[config.mk]
export PLATFORM = sky130hd
export DESIGN_NAME = ccp_ram
export DESIGN_NICKNAME = d
export VERILOG_FILES = /design/src/rtl/ccp_ram.sv
export SDC_FILE = /design/constraint.sdc
export NUM_CORES = 2
export LEC_CHECK = 0
export ABC_CLOCK_PERIOD_IN_PS = 3000
export BUFFER_PORTS_ARGS = -buffer_cell sky130_fd_sc_hd__buf_2
export CAP_MARGIN = 20
export CORE_UTILIZATION = 30
export CTS_CLUSTER_SIZE = 10
export DETAILED_ROUTE_END_ITERATION = 8
export GPL_TIMING_DRIVEN = 0
export PLACE_DENSITY = 0.52
export SLEW_MARGIN = 20
export SYNTH_ARGS = -nofsm -noshare
export SYNTH_HDL_FRONTEND = slang
export SYNTH_SLANG_ARGS = --single-unit
export TNS_END_PERCENT = 50
[constraint.sdc]
create_clock -name clk -period 3 [get_ports clk]
set_input_delay 0.3 -clock clk [delete_from_list [all_inputs] [get_ports clk]]
set_output_delay 0.3 -clock clk [all_outputs]
set_load 0.02 [all_outputs]
[src/rtl/ccp_ram.sv]
// ----------------------------------------------------------------------------
// ccp_ram
// Simple dual-port RAM: one write port, one read port, registered read data.
// ----------------------------------------------------------------------------
module ccp_ram #(
  parameter int WIDTH = 8,
  parameter int DEPTH = 256,
  localparam int AW   = (DEPTH > 1) ? $clog2(DEPTH) : 1
) (
  input  logic             clk,
  input  logic             we,
  input  logic [AW-1:0]    waddr,
  input  logic [WIDTH-1:0] wdata,
  input  logic             re,
  input  logic [AW-1:0]    raddr,
  output logic [WIDTH-1:0] rdata
);

  logic [WIDTH-1:0] mem [DEPTH];
  logic [WIDTH-1:0] rdata_r;

  always_ff @(posedge clk) begin
    if (we) begin
      mem[waddr] <= wdata;
    end
    if (re) begin
      rdata_r <= mem[raddr];
    end
  end

  assign rdata = rdata_r;

endmodule

**Yosys cells after proc, flatten, opt, wreduce, memory -nomap -nowiden**

Memory sizes are Yosys's and may differ from the RTL's. A register that Yosys moved wholly into a read port is not among the register bits.
Cells that the tools add are included.
W data, S select, Z words.

- Output and inout bits: 8
- Memories kept: 1
- RAM bits: 2048
- Flip-flop bits (word level): 0
- Input port bits: 27

Memory list:

| name | depth | width | rd ports | clocked after memory_dff | wr ports | RTL line | source |
|---|---|---|---|---|---|---|---|
| mem | 256 | 8 | 1 | 1 | 1 | 19 | `logic [WIDTH-1:0] mem [DEPTH];` |

- Muxes and demuxes: 2

Operators by type and width:

| operator | count |
|---|---|
| $mux W1 | 2 |

**Depth between registers and ports, before layout**

- Word-level depth: 2
- Mapped depth: 11
- Gate-level depth less buffers: 6

**Least setup slack after synthesis**

Ideal clock, no wire load.

- Path kind: input to register
- Start point: input port raddr[0]
- End point: register rdata_r[2] (netlist: rdata[2]) (read register of mem) (data pin)
- Data arrival time: 2.107 ns
- Slack: 0.624 ns
- Path buffers: 4
- Library setup time: 0.269 ns
- Stages on the path: 9
- Cell sequence: buf_6 -> buf_12 -> buf_8 -> buf_2 -> mux4_2 -> a22oi_1 -> a21oi_1 -> nor4_1 -> nor4_2

RTL lines:

| what | RTL line | source |
|---|---|---|
| from (decl) | 15 | `input logic [AW-1:0] raddr,` |
| to (decl) | 20 | `logic [WIDTH-1:0] rdata_r;` |

==> key figures <==
Critical path
  – Critical Path Fanout Max: 10
  – CP Cell Sequence: buf_2 > buf_4 > buf_4 > nor2_2 > clkbuf_2 > a22oi_1 > a21oi_1 > nor4_4 > nor4_4
  – Startpoint Class: primary input
  – Flop2flop setup slack: 0.05 ns
  – CP max-delay cell: nor4_4
  – Reg2Reg Depth: 6
  – Required @ worst endpoint: 3.57 ns
  – Bufs and invs on worst path: 4
  – Crit path max-delay family: buffers and inverters
  – RR Startpoint: mem[27][5]$_DFFE_PP_
  – Critical R2R Capture: rdata[5]$_DFFE_PP_
  – CP endpoint: rdata[5]$_DFFE_PP_
  – Crit end category: flop
  – Critical path depth in cells: 9
  – CP arrival: 3.74 ns
  – Critical Path Source: raddr[2]
  – Slowest Stage Delay on Critical Path: 0.55 ns
  – Crit path kind: in -> reg

Drt
  – Routed wire length: 259.7 mm
  – Via count: 41.24k
  – Detail Route Antenna Nets: 0
  – WL per Instance: 34.05 µm
  – Routed vias/inst: 5.406
  – Drc violations: 0
  – TritonRoute pass-1 iters: 6
  – Detailed router's first-iteration violation count: 5616

Yosys
  – Async set or reset register ratio after synthesis: 0
  – Yosys reg bits: 2056
  – Mapped Cells: 3733
  – Syn Std Cell Area: 79640 µm²
  – Netlist cell types: 54
  – Syn Area/Cell: 21.33 µm²
  – EDFF count, synth: 2056
  – Main synth FF type: edfxtp_1
  – Yosys warning count: 0
  – Seq/Total Area, Yosys: 0.7753
  – Synth Net Count: 3760

Global routing
  – Initial antenna violation count: 23
  – Vias in the first global route: 40.82k
  – Gr ovfl total: 0
  – Largest net degree at the start of global routing: 129
  – GRT Util Overall: 0.1929
  – First-pass GRT wire length: 349.7 mm

Status
  – Failing checks: negative setup slack
  – Outcome: complete, but fails checks

Floorplan
  – Row count: 188
  – Starting Density: 0.3025
  – Io pins: 35
  – Horiz. Die Dim: 517.2 µm
  – Core box area: 263200 µm²
  – Die height: 517.2 µm
  – Total Die Area: 267500 µm²

Placed design
  – Post-DP HPWL: 174.1 mm
  – Placer congestion estimate: 0.9305
  – # port buffers: 27
  – Placed cells: 7309

Clocking
  – TritonCTS clock tree: yes
  – CTS sink count: 2056
  – CTS buffer count: 230
  – H-Tree Depth: 4
  – Worst-Skew Late Latency: 0.89 ns
  – Clock Pin Slew Worst Setup and Hold Paths: 0.06 ns
  – Clock Path Buffers: 3
  – Root buffer cell: clkbuf_16

Run
  – Max-Cap Viols: 0

Layout
  – Synth-to-layout area growth: 15.83%
  – Post-Layout Cell Count: 7627
  – Most frequent cells in the layout: 2056 x edfxtp_1, 454 x mux4_2, 266 x nor2_1
  – Fin nets: 4064
  – Most common cell after layout, fill and taps aside: edfxtp_1
  – Share of post-route cells with drive strength above 1: 0.2498

STA
  – Period utilization: 1.055
  – Final min period: 3.164 ns
  – Setup Skew: 0.06198 ns
  – RSZ-0062 raised after global routing: true
  – Slew @ Worst Pin: 1.185 ns
  – Max-slew violation count: 0
  – Fmax: 316.0 MHz
  – Max_slew headroom: 0.2068
  – Final Hold Vio Count: 0
  – Setup WS post-layout: -0.1641 ns
  – # setup viols final: 85

Power
  – Power density over the cells: 654.9 nW/µm²
  – Total power: 60410 µW
  – Lkg Pwr: 0.02795 µW
  – Peak VDD IR: 0.4938 mV

Min path
  – Worst Hold Class: in -> reg
## Yosys cell counts, drive strengths merged, types with 12 or more instances
cell type	count	area, µm²
nor2	282	1059
o21ai	12	60.06
a22oi	133	998.5
buf	122	1032
a211oi	16	120.1
clkbuf	111	416.7
a221oi	14	128.9
nor3	22	110.1
nand2	33	123.9
edfxtp	2056	61740
o22ai	28	175.2
mux2i	134	1341
nor4	27	187.7
nor2b	31	193.9
a21oi	96	480.5
o221ai	47	417.9
nand3	34	170.2
mux4	456	10280
## cells by family (layout without fill, tap and decap cells)
logic type,after synthesis,after routing,share of synthesized area
other cells,0,16,0
mux,591,591,0.1460
buf+inv,235,598,0.01829
simple gates,466,466,0.02625
compound gates,385,385,0.03416
flops,2056,2056,0.7753
## metrics by stage
step,util,TNS [ns],hold slack (ns),worst slack (ns),cell area [µm²]
2_1_floorplan,-,0,0.3989,0.6239,79640
3_3_place_gp,0.3198,-4790.69,0.7521,-3.036,84170
3_5_place_dp,0.3238,-622.71,0.5378,-2.494,85230
4_1_cts,0.3499,0,0.2434,0.008041,92090
5_1_grt,0.3503,-0.1230,0.2790,-0.08407,92220
6_report,0.3505,-5.147,0.2966,-0.1641,92240
## per-layer routing
layer	global-route usage	wire [µm]
met1	0.2571	105500
met2	0.3005	120100
met3	0.04554	22290
met4	0.08342	11800
met5	0	22
## sequential cells by signal, indices dropped and copies added, names as in the netlist
register  count
rdata         8
mem        2048
## how the worst min path moves through the flow
stage,startpoint,endpoint,slack (ns),cells past startpoint
after floorplan,wdata[0],mem[0][0]$_DFFE_PP_,0.40,0
after global placement,rdata[1]$_DFFE_PP_,rdata[1],0.75,1
after detailed placement,wdata[6],mem[243][6]$_DFFE_PP_,0.54,1
after CTS,wdata[6],mem[243][6]$_DFFE_PP_,0.24,2
after global routing,wdata[6],mem[242][6]$_DFFE_PP_,0.28,2
final,wdata[6],mem[243][6]$_DFFE_PP_,0.30,2
## power breakdown
group	leakage [µW]	switching (µW)	internal (µW)
combinational	0.00640	2560	1130
sequential	0.0185	18.5	31700
clock	0.00307	11100	13900
total	0.0279	13700	46700
## layout make-up
type	count	area, µm²
antenna	16	40.04
buffer	231	1594
clock buffer	263	5922
clock inverter	28	396.6
fill	24398	171000
inverter	2	7.507
multi-input combinational	1442	16990
sequential	2056	61740
tap	3515	4398
timing repair buffer	74	1159
## worst reg2reg max path: stages (launching register included)
cell,delay (ns)
edfxtp_1,0.35
mux4_2,0.50
a22o_1,0.29
a221oi_1,0.47
o221ai_1,0.30
a211oi_4,0.59
nor4_4,0.14
## timing repair
action | CTS | global route
hold endpoints to repair | 361 | 0
hold buffers | 9 | 0
endpoints found under the setup margin | 16 | 48
setup buffers | 3 | 0
pin swaps | 2 | 1
gates resized for setup | 105 | 24
cloned | 0 | 0
Power figures use the tool's default switching activity.
